## src/design/ist_pkg.sv

```systemverilog
// ----------------------------------------------------------------------------
// ist_pkg
// Shared command codes and sequencer state type for the interval set tracker.
// ----------------------------------------------------------------------------
package ist_pkg;

   localparam logic [1:0] CMD_ADD    = 2'd0;
   localparam logic [1:0] CMD_REMOVE = 2'd1;
   localparam logic [1:0] CMD_QUERY  = 2'd2;

   typedef enum logic [4:0] {
      S_IDLE  = 5'b00001,
      S_READ  = 5'b00010,
      S_PROC  = 5'b00100,
      S_PROC2 = 5'b01000,
      S_FINAL = 5'b10000
   } state_type;

endpackage

```

## src/design/ist_table.sv

```systemverilog
// ----------------------------------------------------------------------------
// ist_table
// Two-bank interval memory: one write and one registered read per cycle.
// ----------------------------------------------------------------------------
module ist_table #(
   parameter int DEPTH = 32,
   parameter int AW    = 5,
   parameter int DW    = 32
) (
   input  logic          clock,
   input  logic          wr_en,
   input  logic [AW-1:0] wr_addr,
   input  logic [DW-1:0] wr_start,
   input  logic [DW-1:0] wr_end,
   input  logic [AW-1:0] rd_addr,
   output logic [DW-1:0] rd_start,
   output logic [DW-1:0] rd_end
);

   logic [DW-1:0] mem_start [DEPTH];
   logic [DW-1:0] mem_end   [DEPTH];

   always_ff @(posedge clock) begin
      if (wr_en) begin
         mem_start[wr_addr] <= wr_start;
         mem_end[wr_addr]   <= wr_end;
      end
   end

   always_ff @(posedge clock) begin
      rd_start <= mem_start[rd_addr];
      rd_end   <= mem_end[rd_addr];
   end

endmodule

```

## src/design/interval_set_tracker.sv

```systemverilog
// ----------------------------------------------------------------------------
// interval_set_tracker
// Sorted table of disjoint half-open intervals with add, remove and query.
// ----------------------------------------------------------------------------
// Pulse start with req_command, req_range_start and req_range_end while busy
// is low; the beat is taken at that edge. Busy stays high until the command
// finishes, then rsp_valid pulses for one cycle with rsp_covered (query
// answer) and rsp_status (1 when the table would overflow and was left as
// it was). Busy is low in the rsp_valid cycle, so a new command may start
// right then.
// A command that does nothing (empty add/remove, unused code) answers in
// the cycle after start. Otherwise the sequencer walks the n stored
// intervals through the single read port of the table memory, with a read
// state and a process state per interval, an extra write state for the one
// interval that writes two entries, and for add a final state that places
// the new range when no stored interval did so.
// The new table is built in the spare bank and made current by flipping the
// bank bit, so a refused command leaves the table untouched.
// Reset empties the table at once; memory contents need no clearing.
// The receiver cannot stall: each result is shown for exactly one cycle.
// ----------------------------------------------------------------------------
module interval_set_tracker
   import ist_pkg::*;
#(
   parameter int MAX_INTERVALS = 16,
   parameter int COORD_BITS    = 32
) (
   input  logic                  clock,
   input  logic                  reset,
   input  logic                  start,
   output logic                  busy,
   input  logic [1:0]            req_command,
   input  logic [COORD_BITS-1:0] req_range_start,
   input  logic [COORD_BITS-1:0] req_range_end,
   output logic                  rsp_valid,
   output logic                  rsp_covered,
   output logic                  rsp_status
);

   localparam int IDX_W = (MAX_INTERVALS > 1) ? $clog2(MAX_INTERVALS) : 1;
   localparam int CNT_W = $clog2(MAX_INTERVALS + 1);
   localparam int N_W   = $clog2(MAX_INTERVALS + 3);
   localparam int AW    = IDX_W + 1;

   state_type              state_ff, state_in;
   logic [1:0]             cmd_ff, cmd_in;
   logic [COORD_BITS-1:0]  s_ff, s_in, e_ff, e_in;
   logic [COORD_BITS-1:0]  ns_ff, ns_in, ne_ff, ne_in;
   logic [COORD_BITS-1:0]  pend_s_ff, pend_s_in, pend_e_ff, pend_e_in;
   logic [COORD_BITS-1:0]  last_end_ff, last_end_in;
   logic                   placed_ff, placed_in, found_ff, found_in;
   logic [CNT_W-1:0]       rd_idx_ff, rd_idx_in, count_ff, count_in;
   logic [N_W-1:0]         wr_n_ff, wr_n_in;
   logic                   bank_ff, bank_in;
   logic                   rsp_valid_ff, rsp_valid_in;
   logic                   rsp_covered_ff, rsp_covered_in;
   logic                   rsp_status_ff, rsp_status_in;

   logic                   wr_en;
   logic [COORD_BITS-1:0]  wr_s, wr_e, rd_s, rd_e;
   logic                   w1_ok, w2_ok;
   logic [COORD_BITS-1:0]  w1_s, w1_e, w2_s, w2_e;
   logic [N_W-1:0]         final_n;
   logic                   fin;

   ist_table #(
      .DEPTH (1 << AW),
      .AW    (AW),
      .DW    (COORD_BITS)
   ) u_table (
      .clock    (clock),
      .wr_en    (wr_en),
      .wr_addr  ({~bank_ff, wr_n_ff[IDX_W-1:0]}),
      .wr_start (wr_s),
      .wr_end   (wr_e),
      .rd_addr  ({bank_ff, rd_idx_ff[IDX_W-1:0]}),
      .rd_start (rd_s),
      .rd_end   (rd_e)
   );

   // entries kept or produced by the interval just read
   always_comb begin
      w1_ok = 1'b0;
      w1_s  = rd_s;
      w1_e  = rd_e;
      w2_ok = 1'b0;
      w2_s  = rd_s;
      w2_e  = rd_e;
      if (cmd_ff == CMD_ADD) begin
         if (rd_e < s_ff) begin
            w1_ok = 1'b1;
         end else if (rd_s > e_ff) begin
            if (!placed_ff) begin
               w1_ok = 1'b1;
               w1_s  = ns_ff;
               w1_e  = ne_ff;
               w2_ok = 1'b1;
            end else begin
               w1_ok = 1'b1;
            end
         end
      end else if (cmd_ff == CMD_REMOVE) begin
         if (rd_e <= s_ff || rd_s >= e_ff) begin
            w1_ok = 1'b1;
         end else begin
            w1_ok = rd_s < s_ff;
            w1_e  = s_ff;
            w2_ok = rd_e > e_ff;
            w2_s  = e_ff;
         end
      end
   end

   always_comb begin
      state_in       = state_ff;
      cmd_in         = cmd_ff;
      s_in           = s_ff;
      e_in           = e_ff;
      ns_in          = ns_ff;
      ne_in          = ne_ff;
      pend_s_in      = pend_s_ff;
      pend_e_in      = pend_e_ff;
      last_end_in    = last_end_ff;
      placed_in      = placed_ff;
      found_in       = found_ff;
      rd_idx_in      = rd_idx_ff;
      count_in       = count_ff;
      wr_n_in        = wr_n_ff;
      bank_in        = bank_ff;
      rsp_valid_in   = 1'b0;
      rsp_covered_in = rsp_covered_ff;
      rsp_status_in  = rsp_status_ff;
      wr_en          = 1'b0;
      wr_s           = w1_s;
      wr_e           = w1_e;
      fin            = 1'b0;
      final_n        = wr_n_ff;

      unique case (state_ff)
         S_IDLE: begin
            if (start) begin
               cmd_in      = req_command;
               s_in        = req_range_start;
               e_in        = req_range_end;
               ns_in       = req_range_start;
               ne_in       = req_range_end;
               placed_in   = 1'b0;
               found_in    = 1'b0;
               last_end_in = '0;
               rd_idx_in   = '0;
               wr_n_in     = '0;
               if (req_command == CMD_QUERY ||
                   ((req_command == CMD_ADD || req_command == CMD_REMOVE) &&
                    req_range_start < req_range_end)) begin
                  state_in = S_READ;
               end else begin
                  rsp_valid_in   = 1'b1;
                  rsp_covered_in = 1'b0;
                  rsp_status_in  = 1'b0;
               end
            end
         end
         S_READ: begin
            if (rd_idx_ff == count_ff) begin
               if (cmd_ff == CMD_ADD) begin
                  state_in = S_FINAL;
               end else begin
                  fin = 1'b1;
               end
            end else begin
               state_in = S_PROC;
            end
         end
         S_PROC: begin
            rd_idx_in = rd_idx_ff + 1'b1;
            state_in  = S_READ;
            if (cmd_ff == CMD_QUERY) begin
               if (rd_s <= s_ff) begin
                  found_in    = 1'b1;
                  last_end_in = rd_e;
               end
            end else if (cmd_ff == CMD_ADD && !w1_ok) begin
               // overlapping or touching: grow the merged range
               if (rd_s < ns_ff) ns_in = rd_s;
               if (rd_e > ne_ff) ne_in = rd_e;
            end
            if (w1_ok || w2_ok) begin
               wr_en   = wr_n_ff < N_W'(MAX_INTERVALS);
               wr_s    = w1_ok ? w1_s : w2_s;
               wr_e    = w1_ok ? w1_e : w2_e;
               wr_n_in = wr_n_ff + 1'b1;
            end
            if (w1_ok && w2_ok) begin
               pend_s_in = w2_s;
               pend_e_in = w2_e;
               state_in  = S_PROC2;
            end
            if (cmd_ff == CMD_ADD && w2_ok) placed_in = 1'b1;
         end
         S_PROC2: begin
            wr_en    = wr_n_ff < N_W'(MAX_INTERVALS);
            wr_s     = pend_s_ff;
            wr_e     = pend_e_ff;
            wr_n_in  = wr_n_ff + 1'b1;
            state_in = S_READ;
         end
         S_FINAL: begin
            if (!placed_ff) begin
               wr_en   = wr_n_ff < N_W'(MAX_INTERVALS);
               wr_s    = ns_ff;
               wr_e    = ne_ff;
               final_n = wr_n_ff + 1'b1;
            end
            fin = 1'b1;
         end
         default: begin
            state_in = S_IDLE;
         end
      endcase

      if (fin) begin
         state_in     = S_IDLE;
         rsp_valid_in = 1'b1;
         if (cmd_ff == CMD_QUERY) begin
            rsp_covered_in = found_ff && (last_end_ff >= e_ff);
            rsp_status_in  = 1'b0;
         end else begin
            rsp_covered_in = 1'b0;
            if (final_n > N_W'(MAX_INTERVALS)) begin
               rsp_status_in = 1'b1;
            end else begin
               rsp_status_in = 1'b0;
               count_in      = CNT_W'(final_n);
               bank_in       = ~bank_ff;
            end
         end
      end
   end

   always_ff @(posedge clock) begin
      if (reset) begin
         state_ff     <= S_IDLE;
         count_ff     <= '0;
         bank_ff      <= 1'b0;
         rsp_valid_ff <= 1'b0;
      end else begin
         state_ff     <= state_in;
         count_ff     <= count_in;
         bank_ff      <= bank_in;
         rsp_valid_ff <= rsp_valid_in;
      end
   end

   always_ff @(posedge clock) begin
      cmd_ff         <= cmd_in;
      s_ff           <= s_in;
      e_ff           <= e_in;
      ns_ff          <= ns_in;
      ne_ff          <= ne_in;
      pend_s_ff      <= pend_s_in;
      pend_e_ff      <= pend_e_in;
      last_end_ff    <= last_end_in;
      placed_ff      <= placed_in;
      found_ff       <= found_in;
      rd_idx_ff      <= rd_idx_in;
      wr_n_ff        <= wr_n_in;
      rsp_covered_ff <= rsp_covered_in;
      rsp_status_ff  <= rsp_status_in;
   end

   assign busy        = (state_ff != S_IDLE);
   assign rsp_valid   = rsp_valid_ff;
   assign rsp_covered = rsp_covered_ff;
   assign rsp_status  = rsp_status_ff;

endmodule

```

## config.mk

```make
export PLATFORM = sky130hd
export DESIGN_NAME = interval_set_tracker
export DESIGN_NICKNAME = d
export VERILOG_FILES = /design/src/design/ist_pkg.sv /design/src/design/ist_table.sv /design/src/design/interval_set_tracker.sv
export SDC_FILE = /design/constraint.sdc
export NUM_CORES = 2
export LEC_CHECK = 0
export BUFFER_PORTS_ARGS = -buffer_cell sky130_fd_sc_hd__buf_2
export CAP_MARGIN = 15
export CORE_MARGIN = 2
export CORE_UTILIZATION = 31
export DETAILED_ROUTE_END_ITERATION = 12
export PLACE_DENSITY_LB_ADDON = 0.1
export SYNTH_ARGS = -nofsm -noshare
export SYNTH_HDL_FRONTEND = slang
export SYNTH_SLANG_ARGS = --single-unit
export TNS_END_PERCENT = 20
```

## constraint.sdc

```tcl
create_clock -name clock -period 10 [get_ports clock]
set_clock_uncertainty 0.2 [all_clocks]
set_input_delay 0.5 -clock clock [delete_from_list [all_inputs] [get_ports clock]]
set_output_delay 0.5 -clock clock [all_outputs]
set_load 0.01 [all_outputs]
```

-- Word-level counts from Yosys, hierarchy flattened
Memory sizes are Yosys's and may differ from the RTL's. A register that Yosys moved wholly into a read port is not among the register bits.
Cells that the tools add are included.
- output and inout port bits: 4
- input bits: 69
- RAM bits: 2048
- memories: 2
- flip-flop bits (word level): 252
- memories (memory ; words ; bits a word ; rd ports ; clocked after memory_dff ; write ports ; line ; source):
    u_table.mem_end ; 32 ; 32 ; 1 ; 1 ; 1 ; ist_table.sv:21 ; logic [DW-1:0] mem_end [DEPTH];
    u_table.mem_start ; 32 ; 32 ; 1 ; 1 ; 1 ; ist_table.sv:20 ; logic [DW-1:0] mem_start [DEPTH];
- equal/unequal tests: 23
- muxes and demuxes: 84
- add/subtract/negate cells: 2
- $lt $le $gt $ge: 13
- reduce and logical (&&, ||, !) cells: 28
- bitwise gates (word level): 4
- operator list (operator ; count):
    32-bit two-way mux ; 30
    32-bit case mux with 2 select lines ; 3
    32-bit case mux with 3 select lines ; 2
    32-bit less-than comparator ; 4
    32-bit greater-than comparator ; 3
    32-bit greater-or-equal comparator ; 2
    32-bit <= comparator ; 2
    5-bit two-way mux ; 8
    1-bit two-way mux ; 33
    5-bit case mux with 5 select lines ; 1
    2-bit inequality test, second input constant ; 11
    5-bit case mux with 3 select lines ; 1
    3-bit AND reduction ; 4
    5-bit by 1-bit adder with 5-bit output, second input constant ; 2
    5-bit case mux with 2 select lines ; 1
    5-bit AND reduction ; 2
    4-bit AND reduction ; 2
    1-bit case mux with 2 select lines ; 3
    2-bit AND reduction ; 3
    2-bit nonzero test ; 3
    5-bit by 1-bit equality test with 1-bit output, second input constant ; 1
    5-bit by 2-bit equality test with 1-bit output, second input constant ; 1
    5-bit by 3-bit equality test with 1-bit output, second input constant ; 1
    5-bit by 4-bit equality test with 1-bit output, second input constant ; 1
    other kinds (17) ; 30

-- Logic depth before layout (Yosys ltp)
- depth after elaboration: 10
- gate-level depth with buffers: 13
- gate-level depth less buffers: 11

-- By module
Synthesis repeated with hierarchy kept, for this count alone.
- cell total of the unflattened synthesis: 4801
- area total of the unflattened synthesis: 96625.2 um2
- modules (own cells, without submodules) (module ; cells an instance ; instances ; area each (um2)):
    ist_table ; 3103 ; 1 ; 78965.7
    interval_set_tracker ; 1698 ; 1 ; 17659.4

-- Worst setup path after synthesis
Ideal clock, no wire load.
- path kind: register to register
- start: register s_ff[30]
- end: memory u_table.mem_end[19][0], enable pin
- library setup time: 0.667 ns
- arrival: 9.159 ns
- clock period less this slack: 10.026 ns
- path buffers: 2
- cell stages (with the launch flop): 13
- setup slack: -0.026 ns
- path through: edfxtp_1 inv_1 ha_1 nand4_2 nor4_4 nand2_1 o211a_1 or4_1 buf_2 o211ai_2 nor2_2 buf_6 nor4b_1
- cells in the longest elaborated chain, start to end: 10
- elaborated cells between the ends (all ways): 17
- those cells by class: order compare: 3; mux: 12; reduce/logical: 2
- ends and longest elaborated chain (what ; line ; source):
    start, declared ; interval_set_tracker.sv:47 ; logic [COORD_BITS-1:0] s_ff, s_in, e_ff, e_in;
    start signal, assigned ; interval_set_tracker.sv:256 ; s_ff <= s_in;
    32-bit <= comparator ; interval_set_tracker.sv:103 ; if (rd_e <= s_ff || rd_s >= e_ff) begin
    1-bit logical OR ; interval_set_tracker.sv:103 ;
    1-bit two-way mux ; interval_set_tracker.sv:103 ;
    1-bit two-way mux ; interval_set_tracker.sv:102 ; end else if (cmd_ff == CMD_REMOVE) begin
    1-bit two-way mux ; interval_set_tracker.sv:89 ; if (cmd_ff == CMD_ADD) begin
    1-bit logical OR (*) ; interval_set_tracker.sv:187 ; if (w1_ok || w2_ok) begin
    1-bit two-way mux (*) ; interval_set_tracker.sv:187 ;
    1-bit case mux with 3 select lines (*) ; interval_set_tracker.sv:139 ; unique case (state_ff)
    1-bit two-way mux (*) ; ist_table.sv:24 ; if (wr_en) begin
    1-bit two-way mux (not written as such) (*) ; ist_table.sv:26 ; mem_end[wr_addr] <= wr_end;
    end, declared ; ist_table.sv:21 ;
Mark *: on every way between the ends. The rest lies on a longest branch, timed or not.

-- Worst setup path after layout
- start: register e_ff[11]
- end: memory u_table.mem_end[11][3], enable pin
- cells in the longest elaborated chain, start to end: 10
- elaborated cells between the ends (all ways): 19
- those cells by class: order compare: 3; mux: 14; reduce/logical: 2
- ends and longest elaborated chain (what ; line ; source):
    start, declared ; interval_set_tracker.sv:47 ;
    start signal, assigned ; interval_set_tracker.sv:257 ; e_ff <= e_in;
    32-bit greater-or-equal comparator ; interval_set_tracker.sv:103 ;
    1-bit logical OR ; interval_set_tracker.sv:103 ;
    1-bit two-way mux ; interval_set_tracker.sv:103 ;
    1-bit two-way mux ; interval_set_tracker.sv:102 ;
    1-bit two-way mux ; interval_set_tracker.sv:89 ;
    1-bit logical OR (*) ; interval_set_tracker.sv:187 ;
    1-bit two-way mux (*) ; interval_set_tracker.sv:187 ;
    1-bit case mux with 3 select lines (*) ; interval_set_tracker.sv:139 ;
    1-bit two-way mux (*) ; ist_table.sv:24 ;
    1-bit two-way mux (not written as such) (*) ; ist_table.sv:26 ;
Marked as above.

==> summary.txt <==
Cells and area
  • Biggest regs: u_table.mem_end: 1024 flops, u_table.mem_start: 1024 flops
  • Area growth from synthesis to layout: 17.0%
  • Fin nets: between 5000 and 6000
  • Commonest non-fill, non-tap cells in the layout: edfxtp_1 (2288), mux4_2 (640), clkbuf_16 (288), ha_1 (259), inv_1 (190)
  • Commonest non-fill, non-tap cell in the layout: edfxtp_1
  • Non-filler cells, final: 9407
  • Share of cells above drive strength 1: 0.276
  • Fillers: 28557

Timing
  • RSZ-0062 raised after global routing: no
  • Setup slack after layout: 4.10 ns
  • Slew @ Worst Pin: roughly 1.2 ns
  • Peak Freq: 170 MHz
  • Endpoints failing setup: 0
  • Tcrit/Tclk final: 0.590
  • Relative slew slack: 0.205
  • Pins Over Slew Limit: 0
  • Final Critical Period: 5.90 ns
  • Final Hold Vio Count: 0
  • Setup_tns: 0 ns

Critical path
  • Cell Chain, Critical Path: inv_1 > ha_1 > nand4_1 > a2111oi_0 > o31a_1 > a21oi_2 > or4_1 > buf_4 > o211ai_2 > nor2_4 > buf_4 > nor4b_2 > buf_4 > buf_4
  • CP max stage cell: a2111oi_0
  • Crit. End Element: flip-flop
  • Max Fanout on Critical Path: 37
  • Crit-path max cell delay: 0.80 ns
  • Worst Path Required: a little over 10 ns
  • Cell mode on critical path: buf_4
  • Flop-to-flop setup slack: around 4.1 ns
  • Worst endpoint data arrival time: between 6 and 7 ns
  • Critical path class: flip-flop to flip-flop
  • Crit start category: flip-flop

Clock network
  • Clk_lat worst skew: approximately 0.9 ns
  • Post-CTS Resized: 0
  • TritonCTS clock tree: built
  • Bufs on Longest Clock Path: 4
  • CTS Buf Count: ~280
  • Clk sinks: between 2000 and 2500
  • H-tree levels: 5
  • Clock transition at path regs: about 0.06 ns
  • CTS Root Cell: clkbuf_16

Power
  • Total Power: roughly 28 mW
  • Leak pwr: approximately 37 nW
  • PwrDens: roughly 250 nW/um2
  • Max IR drop VDD: about 0.14 mV

Global route
  • Largest net degree at the start of global routing: slightly below 100
  • Global-route wire length before repair: ~420 mm
  • Total gr overflow: 0
  • Vias in the first global route: between 50000 and 60000
  • Antenna violations before repair: 34
  • Total track usage: 0.190

Route
  • Via count: roughly 50000
  • Top Metal Used: met5
  • Routed wl met2: between 100 and 150 mm
  • ANT nets after route: 0
  • Post-Route WL: about 300 mm
  • WL met3: 12.4 mm
  • Vias/cell: between 5 and 6
  • Drt drc: 0
  • Detailed Route Iter0 Violations: between 4000 and 5000
  • Routed length per placed instance: 32.2 um
  • Wl on met1: roughly 140 mm
  • First-pass DRT Iterations: 5

Synth
  • Post-synthesis register bit count: roughly 2400
  • Post-Synthesis Cells: around 4700
  • Post-synth EDFFs: around 2300
  • Sequential-to-total area share from yosys stat: 0.728
  • Average size of a mapped cell: 20.5 um2
  • Synth area leaders: edfxtp_1 (71%), mux4_2 (15%), ha_1 (3.4%)
  • Top FF cell, synth: edfxtp_1
  • Cell Area, Synth: about 96000 um2
  • Area leader, netlist: edfxtp_1
  • Yosys warnings: 0
  • Syn Nets: 5035
  • Ys async rst share: 0
  • Synth cell types: 75
  • Top-area cell type share of the netlist area: 0.712

Die
  • Starting Density: 0.312
  • Chip Width: between 500 and 600 um
  • IO Count: between 70 and 80
  • Rows: 204
  • Core area: slightly above 300000 um2
  • Die H: 562 um
  • Overall die area: approximately 320000 um2

Status
  • Status: finished, final reports clean

Place
  • PortBufs: between 70 and 80
  • Inst Count DP: approximately 8800
  • GPL Wtd Cong: around 0.85
  • Worst slack at placement: just over 4 ns
  • Detailed placement HPWL: approximately 180 mm

Job
  • Max Cap Viol: 0

Min path
  • Worst Hold Class: primary input to flip-flop
-- worst paths after layout --
check	start	end	depth (start not counted)
max reg2reg	e_ff[11]$_DFFE_PP_	u_table.mem_end[11][3]$_DFFE_PP_	14
min	req_range_start[7]	s_ff[7]$_DFFE_PP_	2
max	e_ff[11]$_DFFE_PP_	u_table.mem_end[11][3]$_DFFE_PP_	14
min reg2reg	u_table.rd_end[0]$_DFF_P_	pend_e_ff[0]$_DFFE_PP_	0
-- power breakdown --
group	switching, mW	leakage, nW	internal (mW)
combinational	3.37	11.2	1.93
sequential	0.285	21.3	12.3
clock	4.12	4.27	5.76
-- metrics by stage --
step,hold WS [ns],cell area (um2),util
6_report,0.228,113000,0.365
3_5_place_dp,0.243,103000,0.333
3_3_place_gp,0.223,103000,0.333
5_1_grt,0.211,113000,0.365
4_1_cts,0.146,112000,0.363
2_1_floorplan,0.208,96500,-
-- per-layer routing --
| metal | GRT usage | vias up |
|---|---|---|
| met5 | 0 | - |
| met4 | 0.0401 | 2 |
| met3 | 0.0235 | 373 |
| met2 | 0.317 | 1238 |
| met1 | 0.267 | 26814 |
| li1 | - | 20459 |
-- cell type report --
cell class                 instances  area [um2]  area share
clock buffer                     357        7470      0.0662
inverter                         193         728     0.00645
clock inverter                   133        1240      0.0110
timing repair buffer             308        2810      0.0249
tap                             4120        5150      0.0457
antenna                            3        7.51   0.0000665
sequential                      2364       70200       0.622
multi-input combinational       1929       25200       0.223
-- logic make-up (layout without fill, tap and decap cells) --
logic type | Yosys count | after routing | synth area share
XOR/XNOR | 16 | 16 | 0.00145
flip-flops | 2364 | 2364 | 0.728
other | 0 | 3 | 0
AO/OA/AOI/OAI | 471 | 471 | 0.0351
adder cells (fa/ha/maj) | 259 | 259 | 0.0336
buffers and inverters | 414 | 991 | 0.0169
multiplexers | 740 | 740 | 0.161
AND/OR/NAND/NOR | 443 | 443 | 0.0241
-- cells in the mapped netlist (all sizes together) (26+ instances only) --
master  number
nand3       29
dfxtp       76
a21oi      111
nor4        26
o21ai       51
clkbuf     155
buf         66
ha         259
nor2        73
a21o        76
a221o       43
o22ai       31
nand4       42
edfxtp    2288
nand2      149
inv        193
a22oi       31
a32o        31
mux4       640
mux2        96
-- worst max-delay path: cells and delay by family, from the launching register on --
| family | cells | cell delay, ns |
|---|---|---|
| adder cells (fa/ha/maj) | 1 | 0.32 |
| AO/OA/AOI/OAI | 4 | 1.26 |
| AND/OR/NAND/NOR | 4 | 1.19 |
| buffers and inverters | 5 | 2.00 |
| flip-flops | 1 | 0.34 |
-- what timing repair did --
| item | in CTS | in global routing |
|---|---|---|
| buffers inserted | 0 | 0 |
| hold buffers | 67 | 0 |
| endpoints found under the hold margin | 137 | 0 |
Note: power is estimated with default switching activity, not from simulation.
